===== config.mk =====
export PLATFORM = sky130hd
export DESIGN_NAME = look_elevator_car_controller_core
export DESIGN_NICKNAME = d
export VERILOG_FILES = /design/src/rtl/core/lecc_pkg.sv /design/src/rtl/core/lecc_step.sv /design/src/rtl/core/look_elevator_car_controller_core.sv
export VERILOG_INCLUDE_DIRS = /design/src /design/src/rtl/core
export SDC_FILE = /design/constraint.sdc
export NUM_CORES = 1
export LEC_CHECK = 0
export ABC_AREA = 1
export BUFFER_PORTS_ARGS = -buffer_cell sky130_fd_sc_hd__buf_4
export CAP_MARGIN = 20
export CORE_UTILIZATION = 30
export CTS_CLUSTER_DIAMETER = 100
export DETAILED_ROUTE_END_ITERATION = 8
export HOLD_SLACK_MARGIN = 0.12
export PLACE_DENSITY = 0.42
export SLEW_MARGIN = 5
export SYNTH_ARGS = -nofsm -noshare
export SYNTH_HDL_FRONTEND = slang
export SYNTH_SLANG_ARGS = --single-unit

===== constraint.sdc =====
create_clock -name aclk -period 4.1 [get_ports aclk]
set_input_delay 1.23 -clock aclk [delete_from_list [all_inputs] [get_ports aclk]]
set_output_delay 1.23 -clock aclk [all_outputs]
set_load 0.02 [all_outputs]

===== src/rtl/core/look_elevator_car_controller_core_macros.svh =====
// ----------------------------------------------------------------------------
// elevator car controller assertion macros
// shared concurrent assertion forms for the car controller rtl
// ----------------------------------------------------------------------------
`ifndef LOOK_ELEVATOR_CAR_CONTROLLER_CORE_MACROS_SVH
`define LOOK_ELEVATOR_CAR_CONTROLLER_CORE_MACROS_SVH

// same-cycle implication, held off during reset
`define LECC_ASSERT_IMPLY(label, clk, rstn, ante, cons, msg) \
    label: assert property (@(posedge clk) disable iff (!rstn) (ante) |-> (cons)) \
        else $error(msg);

// next-cycle implication, held off during reset
`define LECC_ASSERT_NEXT(label, clk, rstn, ante, cons, msg) \
    label: assert property (@(posedge clk) disable iff (!rstn) (ante) |=> (cons)) \
        else $error(msg);

`endif


===== src/rtl/core/lecc_pkg.sv =====
// ----------------------------------------------------------------------------
// elevator car controller package
// widths, codes, car state struct and heading selection shared by the rtl
// ----------------------------------------------------------------------------
package lecc_pkg;

    localparam int NUM_FLOORS = 64;
    localparam int FLOOR_W    = 6;
    localparam int FUNC_W     = 3;
    localparam int CFG_IDX_W  = 1;
    localparam int S_DATA_W   = 8;
    localparam int M_DATA_W   = 16;

    // highest floor a car can reach, bounded by the floor field
    localparam int TOP_CAP_I = (NUM_FLOORS - 1 > (1 << FLOOR_W) - 1) ?
                               (1 << FLOOR_W) - 1 : NUM_FLOORS - 1;
    localparam logic [FLOOR_W-1:0] TOP_CAP       = FLOOR_W'(TOP_CAP_I);
    localparam logic [FLOOR_W-1:0] MIN_FLOOR_RST = '0;
    localparam logic [FLOOR_W-1:0] MAX_FLOOR_RST = FLOOR_W'(63);

    localparam logic [CFG_IDX_W-1:0] CFG_MIN_FLOOR = 1'b0;
    localparam logic [CFG_IDX_W-1:0] CFG_MAX_FLOOR = 1'b1;

    typedef logic [NUM_FLOORS-1:0] stop_map_t;

    typedef enum logic [2:0] {
        MODE_IDLE  = 3'd0,
        MODE_UP    = 3'd1,
        MODE_DOWN  = 3'd2,
        MODE_DOOR  = 3'd3,
        MODE_EMERG = 3'd4,
        MODE_OOS   = 3'd5
    } mode_t;

    typedef enum logic [1:0] {
        HEAD_NONE = 2'd0,
        HEAD_UP   = 2'd1,
        HEAD_DOWN = 2'd2
    } head_t;

    typedef enum logic [FUNC_W-1:0] {
        FUNC_ADD_STOP  = 3'd0,
        FUNC_MOVE_TICK = 3'd1,
        FUNC_OPEN_DOOR = 3'd2,
        FUNC_CLOSE     = 3'd3,
        FUNC_EMERGENCY = 3'd4,
        FUNC_OOS       = 3'd5,
        FUNC_AVAILABLE = 3'd6
    } func_t;

    typedef struct packed {
        logic [FLOOR_W-1:0] floor;
        mode_t              mode;
        head_t              head;
        stop_map_t          up_map;
        stop_map_t          dn_map;
    } car_state_t;

    typedef struct packed {
        mode_t mode;
        head_t head;
    } pick_t;

    // look rule: keep heading while stops lie that way, else turn, else rest
    function automatic pick_t pick_heading(head_t h, logic up_any, logic dn_any);
        pick_t p;
        p.mode = MODE_IDLE;
        p.head = HEAD_NONE;
        case (h)
            HEAD_UP: begin
                if (up_any) begin
                    p.mode = MODE_UP;   p.head = HEAD_UP;
                end else if (dn_any) begin
                    p.mode = MODE_DOWN; p.head = HEAD_DOWN;
                end
            end
            HEAD_DOWN: begin
                if (dn_any) begin
                    p.mode = MODE_DOWN; p.head = HEAD_DOWN;
                end else if (up_any) begin
                    p.mode = MODE_UP;   p.head = HEAD_UP;
                end
            end
            default: begin
                if (up_any) begin
                    p.mode = MODE_UP;   p.head = HEAD_UP;
                end else if (dn_any) begin
                    p.mode = MODE_DOWN; p.head = HEAD_DOWN;
                end
            end
        endcase
        return p;
    endfunction

endpackage


===== src/rtl/core/lecc_step.sv =====
// ----------------------------------------------------------------------------
// elevator car command step
// next car state and status flags for one command against the current state
// ----------------------------------------------------------------------------
module lecc_step
    import lecc_pkg::*;
(
    input  car_state_t         st,
    input  logic [FUNC_W-1:0]  func,
    input  logic [FLOOR_W-1:0] req_floor,
    input  logic [FLOOR_W-1:0] min_floor,
    input  logic [FLOOR_W-1:0] max_floor,
    output car_state_t         nst,
    output logic               arrived,
    output logic               range_err
);

    logic               dis;
    logic               up_any;
    logic               dn_any;
    pick_t              pick_a;
    head_t              h_eff;
    logic [FLOOR_W-1:0] top_lim;
    logic               blocked;
    logic [FLOOR_W-1:0] new_floor;
    stop_map_t          mask_new;
    logic               hit_u;
    logic               hit_d;
    stop_map_t          up_clr;
    stop_map_t          dn_clr;
    pick_t              pick_c;
    stop_map_t          mask_req;
    logic               out_range;
    logic               go_up;
    pick_t              pick_d;

    always_comb begin
        dis    = (st.mode == MODE_EMERG) || (st.mode == MODE_OOS);
        up_any = |st.up_map;
        dn_any = |st.dn_map;
        pick_a = pick_heading(st.head, up_any, dn_any);
        h_eff  = (st.head == HEAD_NONE) ? pick_a.head : st.head;

        // move tick
        top_lim   = (max_floor < TOP_CAP) ? max_floor : TOP_CAP;
        blocked   = (h_eff == HEAD_UP) ? (st.floor >= top_lim) : (st.floor <= min_floor);
        new_floor = (h_eff == HEAD_UP) ? st.floor + FLOOR_W'(1) : st.floor - FLOOR_W'(1);
        mask_new  = stop_map_t'(1) << new_floor;
        hit_u     = |(st.up_map & mask_new);
        hit_d     = |(st.dn_map & mask_new);
        up_clr    = (h_eff == HEAD_UP && hit_u) ? (st.up_map & ~mask_new) : st.up_map;
        dn_clr    = (h_eff == HEAD_DOWN && hit_d) ? (st.dn_map & ~mask_new) : st.dn_map;
        pick_c    = pick_heading(h_eff, |up_clr, |dn_clr);

        // add stop
        mask_req  = stop_map_t'(1) << req_floor;
        out_range = (req_floor < min_floor) || (req_floor > max_floor) || (req_floor > TOP_CAP);
        go_up     = (st.head == HEAD_DOWN) ? !(req_floor < st.floor) : (req_floor > st.floor);
        pick_d    = pick_heading(st.head, up_any | go_up, dn_any | !go_up);

        nst       = st;
        arrived   = 1'b0;
        range_err = 1'b0;

        case (func)
            FUNC_ADD_STOP: begin
                if (out_range) begin
                    range_err = 1'b1;
                end else if (!dis) begin
                    if (req_floor == st.floor) begin
                        nst.mode = MODE_DOOR;
                    end else begin
                        if (go_up) begin
                            nst.up_map = st.up_map | mask_req;
                        end else begin
                            nst.dn_map = st.dn_map | mask_req;
                        end
                        nst.mode = pick_d.mode;
                        nst.head = pick_d.head;
                    end
                end
            end
            FUNC_MOVE_TICK: begin
                if (!dis && st.mode != MODE_DOOR) begin
                    if (h_eff == HEAD_NONE || blocked) begin
                        nst.mode = pick_a.mode;
                        nst.head = pick_a.head;
                    end else begin
                        nst.floor = new_floor;
                        nst.head  = h_eff;
                        nst.mode  = (h_eff == HEAD_UP) ? MODE_UP : MODE_DOWN;
                        if (hit_u || hit_d) begin
                            arrived    = 1'b1;
                            nst.up_map = up_clr;
                            nst.dn_map = dn_clr;
                            nst.mode   = pick_c.mode;
                            nst.head   = pick_c.head;
                        end
                    end
                end
            end
            FUNC_OPEN_DOOR: begin
                if (!dis) begin
                    nst.mode = MODE_DOOR;
                end
            end
            FUNC_CLOSE: begin
                if (st.mode == MODE_DOOR) begin
                    nst.mode = pick_a.mode;
                    nst.head = pick_a.head;
                end
            end
            FUNC_EMERGENCY, FUNC_OOS: begin
                nst.mode   = (func == FUNC_EMERGENCY) ? MODE_EMERG : MODE_OOS;
                nst.head   = HEAD_NONE;
                nst.up_map = '0;
                nst.dn_map = '0;
            end
            FUNC_AVAILABLE: begin
                if (dis) begin
                    nst.mode = MODE_IDLE;
                    nst.head = HEAD_NONE;
                end
            end
            default: begin
            end
        endcase
    end

endmodule


===== src/rtl/core/look_elevator_car_controller_core.sv =====
// a command word's status word reaches m_tdata through the input reg, which loads as the word is taken,
// and then the result reg, which loads once the result slot is free
// throughput: one command word per cycle while the result is not stalled, set by the combinational command step logic
// a stalled result holds in the result reg while one more command waits in the input reg
// reset (aresetn low, synchronous): stop maps clear, car at floor 0, idle, no heading,
// min_floor 0, max_floor 63, both channels empty
// ----------------------------------------------------------------------------
// look elevator car controller core
// one car under look scheduling: command stream in, car status stream out
// ----------------------------------------------------------------------------
`include "look_elevator_car_controller_core_macros.svh"

module look_elevator_car_controller_core
    import lecc_pkg::*;
(
    input  logic                 aclk,
    input  logic                 aresetn,

    // command words
    input  logic                 s_tvalid,
    output logic                 s_tready,
    input  logic [S_DATA_W-1:0]  s_tdata,   // [5:0] floor, [7:6] zero
    input  logic [FUNC_W-1:0]    s_tuser,   // [2:0] func

    // status words
    output logic                 m_tvalid,
    input  logic                 m_tready,
    output logic [M_DATA_W-1:0]  m_tdata,   // [0] arrived, [6:1] current_floor,
                                            // [9:7] car_state, [11:10] travel_direction,
                                            // [12] available, [13] range_error, [15:14] zero

    // register writes
    input  logic                 cfg_valid,
    output logic                 cfg_ready,
    input  logic [CFG_IDX_W-1:0] cfg_index,
    input  logic [FLOOR_W-1:0]   cfg_data
);

    // input stage
    logic               in_valid_reg,  in_valid_next;
    logic [FUNC_W-1:0]  in_func_reg,   in_func_next;
    logic [FLOOR_W-1:0] in_floor_reg,  in_floor_next;

    // car state and served range
    car_state_t         st_reg,        st_next;
    logic [FLOOR_W-1:0] min_floor_reg, min_floor_next;
    logic [FLOOR_W-1:0] max_floor_reg, max_floor_next;

    // result stage
    logic                out_valid_reg, out_valid_next;
    logic [M_DATA_W-1:0] out_data_reg,  out_data_next;

    // step results
    car_state_t step_nst;
    logic       step_arrived;
    logic       step_range_err;
    logic       step_avail;

    logic advance;
    logic load_out;
    logic take_in;

    lecc_step u_step (
        .st        (st_reg),
        .func      (in_func_reg),
        .req_floor (in_floor_reg),
        .min_floor (min_floor_reg),
        .max_floor (max_floor_reg),
        .nst       (step_nst),
        .arrived   (step_arrived),
        .range_err (step_range_err)
    );

    // result slot frees when empty or being taken
    assign advance  = !out_valid_reg || m_tready;
    assign load_out = in_valid_reg && advance;
    assign s_tready = !in_valid_reg || advance;
    assign take_in  = s_tvalid && s_tready;

    assign cfg_ready = 1'b1;
    assign m_tvalid  = out_valid_reg;
    assign m_tdata   = out_data_reg;

    assign step_avail = !(step_nst.mode == MODE_EMERG || step_nst.mode == MODE_OOS);

    always_comb begin
        in_valid_next = in_valid_reg;
        in_func_next  = in_func_reg;
        in_floor_next = in_floor_reg;
        if (s_tready) begin
            in_valid_next = s_tvalid;
        end
        if (take_in) begin
            in_func_next  = s_tuser;
            in_floor_next = s_tdata[FLOOR_W-1:0];
        end

        out_valid_next = out_valid_reg;
        out_data_next  = out_data_reg;
        if (advance) begin
            out_valid_next = in_valid_reg;
        end
        if (load_out) begin
            out_data_next = {2'b00, step_range_err, step_avail, step_nst.head,
                             step_nst.mode, step_nst.floor, step_arrived};
        end

        st_next        = st_reg;
        min_floor_next = min_floor_reg;
        max_floor_next = max_floor_reg;
        if (load_out) begin
            st_next = step_nst;
        end
        // the user must make register writes only while idle, not enforced by the block; min_floor also places the car
        if (cfg_valid) begin
            case (cfg_index)
                CFG_MIN_FLOOR: begin
                    min_floor_next = cfg_data;
                    st_next.floor  = cfg_data;
                end
                CFG_MAX_FLOOR: begin
                    max_floor_next = cfg_data;
                end
                default: begin
                end
            endcase
        end
    end

    always_ff @(posedge aclk) begin
        if (!aresetn) begin
            in_valid_reg  <= 1'b0;
            out_valid_reg <= 1'b0;
            st_reg.floor  <= MIN_FLOOR_RST;
            st_reg.mode   <= MODE_IDLE;
            st_reg.head   <= HEAD_NONE;
            st_reg.up_map <= '0;
            st_reg.dn_map <= '0;
            min_floor_reg <= MIN_FLOOR_RST;
            max_floor_reg <= MAX_FLOOR_RST;
        end else begin
            in_valid_reg  <= in_valid_next;
            out_valid_reg <= out_valid_next;
            st_reg        <= st_next;
            min_floor_reg <= min_floor_next;
            max_floor_reg <= max_floor_next;
        end
    end

    // payload, no reset
    always_ff @(posedge aclk) begin
        in_func_reg  <= in_func_next;
        in_floor_reg <= in_floor_next;
        out_data_reg <= out_data_next;
    end

    // a shut-down car holds no heading and no stops
    `LECC_ASSERT_IMPLY(a_disabled_empty, aclk, aresetn,
        (st_reg.mode == MODE_EMERG || st_reg.mode == MODE_OOS),
        (st_reg.head == HEAD_NONE && st_reg.up_map == '0 && st_reg.dn_map == '0),
        "disabled car keeps stops or heading")

    // moving modes agree with heading
    `LECC_ASSERT_IMPLY(a_mode_head, aclk, aresetn,
        (st_reg.mode == MODE_UP || st_reg.mode == MODE_DOWN),
        ((st_reg.mode == MODE_UP && st_reg.head == HEAD_UP) ||
         (st_reg.mode == MODE_DOWN && st_reg.head == HEAD_DOWN)),
        "moving mode disagrees with heading")

    // a rejected stop leaves the car untouched
    `LECC_ASSERT_NEXT(a_range_err_hold, aclk, aresetn,
        (load_out && step_range_err && !cfg_valid),
        (st_reg == $past(st_reg)),
        "range error changed car state")

endmodule

==> results.sh, run 1 <==
export IMPL_path_clk_slew_ns=0.08
export IMPL_synth_edf_count=23
export IMPL_rows=78
export IMPL_tns_ns=-138.80
export IMPL_switching_share_pct=39.9
export IMPL_fin_cells=3375
export IMPL_grt_max_degree=65
export IMPL_syn_inst=2319
export IMPL_antenna_found_initial=3
export IMPL_start_util_pct=30.5
export IMPL_violations="setup timing"
export IMPL_worst_slack_ns=-1.30
export IMPL_r2r_cells=43
export IMPL_synth_ff_type="dfxtp_1"
export IMPL_place_ws_ns=-1.90
export IMPL_final_cell_area_mm2=0.0208
export IMPL_criticalPathCategory="reg -> reg"
export IMPL_cts_buffers=17
export IMPL_vias=18373
export IMPL_die_width_um=217
export IMPL_crit_top_cell="nand2_2"
export IMPL_grt_overflow=0
export IMPL_h_tree_depth=4
export IMPL_leakage_nw=8.82
export IMPL_start_kind="register"
export IMPL_fill_cells=4795
export IMPL_clock_insertion_delay_worst_skew_ns=0.53
export IMPL_dr_pass1_iters=6
export IMPL_die_height_um=217
export IMPL_p_clk_share_pct=27.0
export IMPL_max_slew_margin_rel_pct=26.3
export IMPL_holdWs_ns=0.465
export IMPL_cp_required_ns=4.36
export IMPL_clock_skew_final_ns=0.0206
export IMPL_critPathSlowestCell="dfxtp_2"
export IMPL_drive_above_1_share_pct=32.1
export IMPL_portBuffers=36
export IMPL_synth_seq_area_share_pct=27.0
export IMPL_clk_path_buf_depth=2
export IMPL_grt_pass1_vias=17032
export IMPL_wl_per_cell_um=22.0
export IMPL_clk_root_buffer_cell="clkbuf_16"
export IMPL_max_clock_freq_mhz=185
export IMPL_wl_um=74400
export IMPL_post_route_util_pct=45.7
export IMPL_cpPeakStageDelay_ns=0.32
export IMPL_worstPathMaxFanout=8
export IMPL_rsz0062_at_grt="yes"
export IMPL_async_reset_ff_share_pct=0
export IMPL_placed_area_mm2=0.0183
export IMPL_netlist_area_mm2=0.0139
export IMPL_layout_common_cells="buf_4, nand2_1, inv_1"
export IMPL_r2r_end="m_tdata[12]$_DFFE_PP_"
export IMPL_syn_area_per_cell_um2=6.00
export IMPL_yosys_warnings=0
export IMPL_slew_viol_final=0
export IMPL_period_needed_ns=5.40
export IMPL_status="complete, but fails checks"
export IMPL_rrSetupSlack_ns=-1.30
export IMPL_hold_viol_final=0
export IMPL_startpoint="st_reg[124]$_SDFFE_PN0P_"
export IMPL_cap_viol_max_count=0
export IMPL_crit_arrival_ns=5.66
export IMPL_cts_hold_buf=0
export IMPL_numClockSinks=176
export IMPL_final_antenna_net_count=0
export IMPL_synth_cell_types=46
export IMPL_final_common_cell="buf_4"
export IMPL_r2r_start="st_reg[124]$_SDFFE_PN0P_"
export IMPL_area_growth_pct=49.8
export IMPL_coreArea_mm2=0.0456
export IMPL_drc=0
export IMPL_io_pin_count=42
export IMPL_power_frac_comb_pct=43.7
export IMPL_seqPwrFrac_pct=29.2
export IMPL_p_per_area_mw_per_mm2=320
export IMPL_grt_pass1_wl_um=109000
export IMPL_place_inst=3260
export IMPL_place_congestion=1.03
export IMPL_dp_hpwl_um=55900
export IMPL_layout_nets=2823
export IMPL_min_period_over_period_pct=132
export IMPL_setup_viol=138
export IMPL_crit_end="m_tdata[12]$_DFFE_PP_"
export IMPL_cts_tree="done"
export IMPL_drt_iter0_drc=1775
export IMPL_p_int_mw=4.00
export IMPL_tightest_slew_ns=1.10
export IMPL_hold_path_class="reg -> reg"
export IMPL_vias_per_cell=5.44
export IMPL_switchingPower_mw=2.66
export IMPL_synth_ff_latch_count=176
export IMPL_cp_end_kind="register"
export IMPL_finalPower_mw=6.66
export IMPL_die_area_mm2=0.0472
export IMPL_ir_drop_uv=292
export IMPL_grt_util_all_layers_pct=31.6
export IMPL_largest_register_ffs=139
==> cell usage after synthesis (all sizes together) (2+ instances only) <==
master	instances	area, um^2
a211oi	50	375
a2111oi	4	41.3
o21a	2	15.0
nand3	208	1060
nor3	66	330
conb	2	7.51
o22ai	18	113
a21oi	193	966
dfxtp	153	3060
nand2	442	1690
clkinv	3	11.3
o21ai	252	1260
o221ai	2	17.5
o21bai	2	18.8
o211ai	5	37.5
clkbuf	68	255
nor2	307	1160
nand4	97	607
xor2	3	33.8
buf	70	422
ha	38	475
nor4	9	56.3
inv	293	1100
edfxtp	23	691
==> cells by family after synthesis <==
| group | share of synthesized area, % |
|---|---|
| other cells | 0.0540 |
| flops | 27.0 |
| buf+inv | 12.9 |
| fa+ha+maj | 3.56 |
| xor+xnor | 0.360 |
| compound gates | 20.8 |
| simple gates | 35.3 |
==> cell type report <==
| cell class | instances | area (um^2) | area share, % |
|---|---|---|---|
| Clock inverter | 11 | 130 | 0.625 |
| Tap cell | 600 | 751 | 3.60 |
| Timing Repair Buffer | 559 | 4950 | 23.8 |
| Inverter | 296 | 1120 | 5.39 |
| Clock buffer | 21 | 472 | 2.26 |
| Sequential cell | 176 | 3760 | 18.1 |
| Multi-Input combinational cell | 1711 | 9640 | 46.3 |
| Antenna cell | 1 | 2.50 | 0.0120 |
==> per-layer routing <==
metal	share of wire, %	global-route usage [%]
met1	45	44.7
met2	42	46.9
met3	8.7	5.70
met4	4.1	12.9
met5	0.012	0
==> worst min path at each step <==
| stage | end | depth (start not counted) | start |
|---|---|---|---|
| floorplan | min_floor_reg[1]$_SDFFE_PN0P_ | 2 | min_floor_reg[1]$_SDFFE_PN0P_ |
| global placement | min_floor_reg[4]$_SDFFE_PN0P_ | 2 | min_floor_reg[4]$_SDFFE_PN0P_ |
| detailed placement | min_floor_reg[3]$_SDFFE_PN0P_ | 2 | min_floor_reg[3]$_SDFFE_PN0P_ |
| CTS | min_floor_reg[3]$_SDFFE_PN0P_ | 2 | min_floor_reg[3]$_SDFFE_PN0P_ |
| global route | min_floor_reg[3]$_SDFFE_PN0P_ | 2 | min_floor_reg[3]$_SDFFE_PN0P_ |
| finish | min_floor_reg[3]$_SDFFE_PN0P_ | 2 | min_floor_reg[3]$_SDFFE_PN0P_ |
==> power by group through the flow <==
stage / registers [mW] / logic (mW) / clock network, mW
6_report: 1.95 / 2.91 / 1.80
5_1_grt: 1.96 / 3.06 / 1.90
4_1_cts: 1.94 / 2.75 / 1.86
3_5_place_dp: 1.98 / 2.30 / 0
3_3_place_gp: 1.98 / 2.30 / 0
2_1_floorplan: 1.99 / 1.14 / 0
==> timing repair <==
action                                  4_1_cts  5_1_grt
gates cloned                                  9        1
gates resized for setup                     185      150
buffers inserted                             62       17
endpoints found under the setup margin      138      147
pin swaps                                    85       93
==> worst max-delay path: cells and delay by family, from the launching register on <==
family | cells | cell delay [ns]
DFF | 1 | 0.32
xor gates and xnor gates | 1 | 0.12
AOI/OAI and AO/OA | 2 | 0.27
and+or+nand+nor | 30 | 3.08
buffers and inverters | 9 | 1.09
adders and majority gates | 1 | 0.24
Note: power is estimated with default switching activity, not from simulation.
==> inputs of run 2 (changes only) <==
--- a/config.mk
+++ b/config.mk
@@ -17,4 +17,5 @@
 export SLEW_MARGIN = 5
 export SYNTH_ARGS = -nofsm -noshare
 export SYNTH_HDL_FRONTEND = slang
+export SYNTH_HIERARCHICAL = 1
 export SYNTH_SLANG_ARGS = --single-unit
==> run 2 against run 1 <==
Final cell count is 15% higher. Highest routed layer is now met4. Non-clock buffer count is 1 lower. Largest cell class unchanged. Design area is 12% higher. Synthesized area is 14% higher. The run still ends with setup timing left.
==> results.sh, run 2 <==
export IMPL_grt_pass1_wl_um=117000
export IMPL_drt_iter0_drc=1902
export IMPL_tightest_slew_ns=1.01
export IMPL_synth_top_area_cell="dfxtp_1"
export IMPL_ir_drop_uv=311
export IMPL_area_growth_pct=46.5
export IMPL_dp_hpwl_um=52000
export IMPL_layout_common_cells="nand2_1, nor2_1, buf_4"
export IMPL_synth_top_area_share_pct=19.3
export IMPL_start_kind="register"
export IMPL_ys_top_cells_by_count="nand2_1, nor2_1, nand3_1"
export IMPL_status="complete, but fails checks"
export IMPL_min_to="min_floor_reg[1]$_SDFFE_PN0P_"
export IMPL_r2r_start="st_reg[89]$_SDFFE_PN0N_"
export IMPL_hold_path_class="reg -> reg"
export IMPL_synth_cell_types=47
export IMPL_clock_insertion_delay_worst_skew_ns=0.51
export IMPL_rows=83
export IMPL_regArea_mm2=0.00376
export IMPL_r2r_end="m_tdata[12]$_DFFE_PN_"
export IMPL_synthTopCellsByArea="dfxtp_1, nand2_1, nor2_1"
export IMPL_netlist_area_mm2=0.0159
export IMPL_rrSetupSlack_ns=-1.33
export IMPL_cap_viol_max_count=0
export IMPL_placed_area_mm2=0.0201
export IMPL_criticalPathCategory="reg -> reg"
export IMPL_portBuffers=36
export IMPL_synth_most_common_cell="nand2_1"
export IMPL_cp_required_ns=4.36
export IMPL_place_congestion=0.931
export IMPL_p_int_mw=4.34
export IMPL_layout_nets=3238
export IMPL_cp_end_kind="register"
export IMPL_final_common_cell="nand2_1"
export IMPL_final_antenna_net_count=0
export IMPL_coreArea_mm2=0.0518
export IMPL_clock_skew_final_ns=0.0153
export IMPL_async_reset_ff_share_pct=0
export IMPL_max_clock_freq_mhz=184
export IMPL_leakage_nw=9.95
export IMPL_seqPwrFrac_pct=26.6
export IMPL_worstPathMaxFanout=11
export IMPL_multi_input_area_mm2=0.0119
export IMPL_wl_per_cell_um=19.7
export IMPL_drc=0
export IMPL_vias_per_cell=5.32
export IMPL_rsz0062_at_grt="yes"
export IMPL_synth_ff_latch_count=176
export IMPL_r2r_cells=41
export IMPL_antenna_found_initial=0
export IMPL_dr_pass1_iters=5
export IMPL_switchingPower_mw=3.05
export IMPL_yosys_warnings=6
export IMPL_power_frac_comb_pct=50.4
export IMPL_finalPower_mw=7.38
export IMPL_clk_root_buffer_cell="clkbuf_16"
export IMPL_start_util_pct=30.6
export IMPL_diodes=0
export IMPL_final_cell_area_mm2=0.0233
export IMPL_wl_um=76100
export IMPL_grt_max_degree=133
export IMPL_min_period_over_period_pct=132
export IMPL_crit_family="simple AND/OR/NAND/NOR gates"
export IMPL_synth_ff_type="dfxtp_1"
export IMPL_grt_overflow=0
export IMPL_syn_area_per_cell_um2=5.71
export IMPL_period_needed_ns=5.43
export IMPL_crit_top_cell="nand2_2"
export IMPL_setup_viol=138
export IMPL_die_height_um=232
export IMPL_hold_path_startpoint="min_floor_reg[1]$_SDFFE_PN0P_"
export IMPL_synth_seq_area_share_pct=23.7
export IMPL_vias=20577
export IMPL_whs_path_depth=2
export IMPL_path_clk_slew_ns=0.08
export IMPL_violations="setup timing"
export IMPL_cpPeakStageDelay_ns=0.33
export IMPL_switching_share_pct=41.3
export IMPL_max_slew_margin_rel_pct=32.5
export IMPL_cts_buffers=17
export IMPL_grt_pass1_vias=19127
export IMPL_clk_path_buf_depth=2
export IMPL_h_tree_depth=4
export IMPL_crit_arrival_ns=5.69
export IMPL_largest_register_ffs=139
export IMPL_io_pin_count=42
export IMPL_grt_util_all_layers_pct=28.3
export IMPL_cts_hold_buf=0
export IMPL_die_width_um=232
export IMPL_syn_inst=2778
export IMPL_p_clk_share_pct=23.0
export IMPL_critPathSlowestCell="dfxtp_2"
export IMPL_slew_viol_final=0
export IMPL_numClockSinks=176
export IMPL_die_area_mm2=0.0538
export IMPL_fill_cells=5408
export IMPL_cts_tree="done"
export IMPL_crit_buf_inv=8
export IMPL_synth_edf_count=23
export IMPL_drive_above_1_share_pct=28.7
export IMPL_worst_slack_ns=-1.33
export IMPL_hold_viol_final=0
export IMPL_p_per_area_mw_per_mm2=318
## run 2: cell types whose count changed in the layout (fill, tap and decap cells not counted), moves of 60 or more
cell / delta
nand2_1: +253
nor2_1: +289
nand3_1: +104
o211ai_1: +119
nand2_2: -60
o21ai_1: +122
a21oi_1: -154
inv_1: -106
o21ai_0: -78
## run 2: layout make-up
| type | instances | share of cell area, % |
|---|---|---|
| Timing Repair Buffer | 558 | 23.0 |
| Tap cell | 680 | 3.66 |
| Multi-Input combinational cell | 2218 | 51.2 |
| Clock inverter | 14 | 0.570 |
| Inverter | 205 | 3.45 |
| Sequential cell | 176 | 16.2 |
| Clock buffer | 18 | 1.89 |
## run 2: what timing repair did
action                     CTS  global route
gates resized for setup    335            96
gates cloned                19             3
setup endpoints to repair  138           138
pin swaps                  297            95
hold endpoints to repair     0             0
buffers inserted            49            10
## run 2: worst min-delay path, delay by kind of cell, from the launching register on
family / cells / cell delay (ns)
DFF: 1 / 0.32
and+or+nand+nor: 1 / 0.06
AOI/OAI and AO/OA: 1 / 0.06
## run 2: kinds of logic after synthesis
family	Yosys count	synth area share, %
buf+inv	386	10.7
simple gates	1703	45.0
xor+xnor	4	0.363
other cells	2	0.0473
fa+ha+maj	39	3.12
flops	176	23.7
compound gates	468	17.2
## run 2: through the flow
step	hold slack (ns)	setup slack (ns)	cells	utilization, %	setup TNS [ns]
after detailed placement	0.458	-1.97	3764	38.7	-202.02
final	0.478	-1.33	3869	44.9	-122.41
after CTS	0.475	-1.19	3860	44.0	-108.07
after global placement	0.452	-2.00	3764	38.7	-205.89
after global routing	0.484	-1.55	3869	44.9	-152.96
after floorplan	0.440	-0.134	2779	-	-0.811
## run 2: worst max-delay path by stage
| stage | from | endpoint | slack [ns] | depth (start not counted) |
|---|---|---|---|---|
| final | st_reg[89]$_SDFFE_PN0N_ | m_tdata[12]$_DFFE_PN_ | -1.33 | 41 |
| after global routing | st_reg[112]$_SDFFE_PN0N_ | m_tdata[12]$_DFFE_PN_ | -1.55 | 47 |
| after CTS | st_reg[113]$_SDFFE_PN0N_ | m_tdata[12]$_DFFE_PN_ | -1.19 | 50 |
| after detailed placement | st_reg[71]$_SDFFE_PN0N_ | m_tdata[12]$_DFFE_PN_ | -1.97 | 46 |
| after global placement | st_reg[99]$_SDFFE_PN0N_ | m_tdata[12]$_DFFE_PN_ | -2.00 | 46 |
| after floorplan | st_reg[112]$_SDFFE_PN0N_ | m_tdata[12]$_DFFE_PN_ | -0.13 | 40 |
## run 2: power by group through the flow
| stage | Clock (mW) | Combinational [mW] | Sequential (mW) |
|---|---|---|---|
| after detailed placement | 0 | 2.55 | 2.00 |
| after global placement | 0 | 2.55 | 2.00 |
| final | 1.70 | 3.72 | 1.96 |
| after floorplan | 0 | 1.30 | 2.05 |
| after global routing | 1.81 | 3.91 | 1.98 |
| after CTS | 1.76 | 3.58 | 1.96 |
## run 2: per-layer routing
metal	wire, um	share of wire, %	track usage, %
met2	33800	44	44.2
met5	0	0	0
met1	35800	47	39.7
met3	4620	6.1	4.15
met4	1910	2.5	8.86
==> inputs of run 3 (changes only) <==
--- a/config.mk
+++ b/config.mk
@@ -9,11 +9,13 @@
 export ABC_AREA = 1
 export BUFFER_PORTS_ARGS = -buffer_cell sky130_fd_sc_hd__buf_4
 export CAP_MARGIN = 20
+export CELL_PAD_IN_SITES_DETAIL_PLACEMENT = 1
+export CELL_PAD_IN_SITES_GLOBAL_PLACEMENT = 2
 export CORE_UTILIZATION = 30
 export CTS_CLUSTER_DIAMETER = 100
 export DETAILED_ROUTE_END_ITERATION = 8
 export HOLD_SLACK_MARGIN = 0.12
-export PLACE_DENSITY = 0.42
+export PLACE_DENSITY = 0.72
 export SLEW_MARGIN = 5
 export SYNTH_ARGS = -nofsm -noshare
 export SYNTH_HDL_FRONTEND = slang
==> run 3 against run 2 <==
The flow still finishes with violations (setup timing). Clock skew barely moved. Largest cell class unchanged. Via count rose by 4.1%. Register-to-register slack got worse by 0.06 ns. Critical endpoint unchanged. Largest power group unchanged. Die area did not move. Highest routed layer unchanged. Setup slack got worse by 0.060 ns. Global-route usage rose by 3.2 points. Design area fell by 0.67%. Power rose by 1.5%. Critical path depth rose by 1.
==> results.sh, run 3 (synthesis gave the netlist of run 2 again) <==
export IMPL_cp_required_ns=4.35
export IMPL_criticalPathCategory="reg -> reg"
export IMPL_cts_hold_buf=0
export IMPL_hold_path_class="reg -> reg"
export IMPL_crit_buf_inv=8
export IMPL_portBuffers=36
export IMPL_h_tree_depth=4
export IMPL_cts_tree="done"
export IMPL_max_slew_margin_rel_pct=27.8
export IMPL_p_per_area_mw_per_mm2=324
export IMPL_setup_viol=150
export IMPL_clk_root_buffer_cell="clkbuf_16"
export IMPL_die_width_um=232
export IMPL_clock_skew_final_ns=0.0155
export IMPL_rsz0062_at_grt="yes"
export IMPL_max_clock_freq_mhz=182
export IMPL_wl_per_cell_um=21.9
export IMPL_path_clk_slew_ns=0.08
export IMPL_p_clk_share_pct=25.6
export IMPL_status="complete, but fails checks"
export IMPL_switchingPower_mw=3.14
export IMPL_tns_ns=-163.71
export IMPL_place_ws_ns=-2.37
export IMPL_dr_pass1_iters=5
export IMPL_clk_path_buf_depth=2
export IMPL_rows=83
export IMPL_tightest_slew_ns=1.08
export IMPL_ir_drop_uv=346
export IMPL_place_congestion=0.903
export IMPL_io_pin_count=42
export IMPL_fin_cells=3888
export IMPL_p_int_mw=4.35
export IMPL_hold_viol_final=0
export IMPL_holdWs_ns=0.483
export IMPL_critPathSlowestCell="dfxtp_1"
export IMPL_cts_buffers=17
export IMPL_diodes=0
export IMPL_clock_insertion_delay_worst_skew_ns=0.51
export IMPL_drive_above_1_share_pct=28.8
export IMPL_grt_pass1_vias=21926
export IMPL_cp_end_kind="register"
export IMPL_crit_arrival_ns=5.74
export IMPL_vias_per_cell=5.51
export IMPL_area_growth_pct=45.5
export IMPL_cpPeakStageDelay_ns=0.32
export IMPL_crit_family="simple AND/OR/NAND/NOR gates"
export IMPL_die_height_um=232
export IMPL_r2r_start="st_reg[73]$_SDFFE_PN0N_"
export IMPL_layout_common_cells="nand2_1, nor2_1, buf_4"
export IMPL_dp_hpwl_um=56500
export IMPL_drt_iter0_drc=1865
export IMPL_r2r_cells=42
export IMPL_grt_max_degree=140
export IMPL_worst_slack_ns=-1.39
export IMPL_grt_overflow=0
export IMPL_min_period_over_period_pct=134
export IMPL_vias=21412
export IMPL_grt_pass1_wl_um=131000
export IMPL_startpoint="st_reg[73]$_SDFFE_PN0N_"
export IMPL_place_inst=3776
export IMPL_slew_viol_final=0
export IMPL_leakage_nw=9.98
export IMPL_coreArea_mm2=0.0518
export IMPL_final_common_cell="nand2_1"
export IMPL_violations="setup timing"
export IMPL_die_area_mm2=0.0538
export IMPL_cap_viol_max_count=0
export IMPL_crit_top_cell="nand2_1"
export IMPL_final_antenna_net_count=0
export IMPL_rrSetupSlack_ns=-1.39
export IMPL_crit_end="m_tdata[12]$_DFFE_PN_"
export IMPL_largest_register_ffs=139
export IMPL_power_frac_comb_pct=47.9
export IMPL_r2r_end="m_tdata[12]$_DFFE_PN_"
export IMPL_wl_um=85300
export IMPL_period_needed_ns=5.49
export IMPL_grt_util_all_layers_pct=31.6
export IMPL_start_util_pct=30.6
export IMPL_layout_nets=3257
export IMPL_worstPathMaxFanout=7
export IMPL_drc=0
export IMPL_crit_cells=42
export IMPL_seqPwrFrac_pct=26.5
export IMPL_switching_share_pct=41.9
export IMPL_antenna_found_initial=1
export IMPL_numClockSinks=176
export IMPL_start_kind="register"
-- run 3: worst min path at each step --
stage | startpoint | endpoint | slack, ns | depth (start not counted)
6_report | min_floor_reg[5]$_SDFFE_PN0P_ | min_floor_reg[5]$_SDFFE_PN0P_ | 0.48 | 2
3_3_place_gp | min_floor_reg[5]$_SDFFE_PN0P_ | min_floor_reg[5]$_SDFFE_PN0P_ | 0.45 | 2
5_1_grt | min_floor_reg[4]$_SDFFE_PN0P_ | min_floor_reg[4]$_SDFFE_PN0P_ | 0.51 | 2
3_5_place_dp | min_floor_reg[5]$_SDFFE_PN0P_ | min_floor_reg[5]$_SDFFE_PN0P_ | 0.47 | 2
2_1_floorplan | min_floor_reg[1]$_SDFFE_PN0P_ | min_floor_reg[1]$_SDFFE_PN0P_ | 0.44 | 2
4_1_cts | min_floor_reg[5]$_SDFFE_PN0P_ | min_floor_reg[5]$_SDFFE_PN0P_ | 0.48 | 2
-- run 3: final cells by class --
cell class / instances / area (um^2)
Fill cell: 6762 / 28700
Tap cell: 680 / 851
Timing Repair inverter: 3 / 51.3
Inverter: 205 / 806
Sequential cell: 176 / 3770
Clock inverter: 12 / 168
Clock buffer: 20 / 478
Timing Repair Buffer: 574 / 5160
Multi-Input combinational cell: 2218 / 11800
-- run 3: layer usage --
layer	track usage, %	vias up	part of all wire (%)
li1	-	10071	-
met5	0	-	0
met3	5.08	165	5.3
met4	11.3	0	3.4
met2	50.8	651	46
met1	42.2	10525	46
-- run 3: power by group through the flow --
stage,clock network [mW],registers (mW),logic [mW]
CTS,1.96,1.98,3.26
global route,2.02,2.00,3.76
floorplan,0,2.05,1.30
finish,1.92,1.98,3.59
detailed placement,0,2.01,2.56
global placement,0,2.01,2.50
-- run 3: metrics by stage --
step	cell area (um^2)	util (%)	total power, mW
global placement	20100	38.7	4.51
floorplan	16100	-	3.34
finish	23100	44.6	7.49
global route	23100	44.6	7.77
detailed placement	20100	38.7	4.57
CTS	22200	42.8	7.20
-- run 3: repair_timing --
item	CTS	global route
setup endpoints to repair	138	150
buffers inserted	47	19
resized for setup	209	187
pin swaps	57	117
gates cloned	14	2
-- run 3: worst reg2reg max path: cells and delay by family, from the launching register on --
family	cells	cell delay, ns
and+or+nand+nor	31	3.49
buffers and inverters	8	0.94
DFF	1	0.32
adders and majority gates	1	0.27
xor gates and xnor gates	1	0.20
AOI/OAI and AO/OA	1	0.06
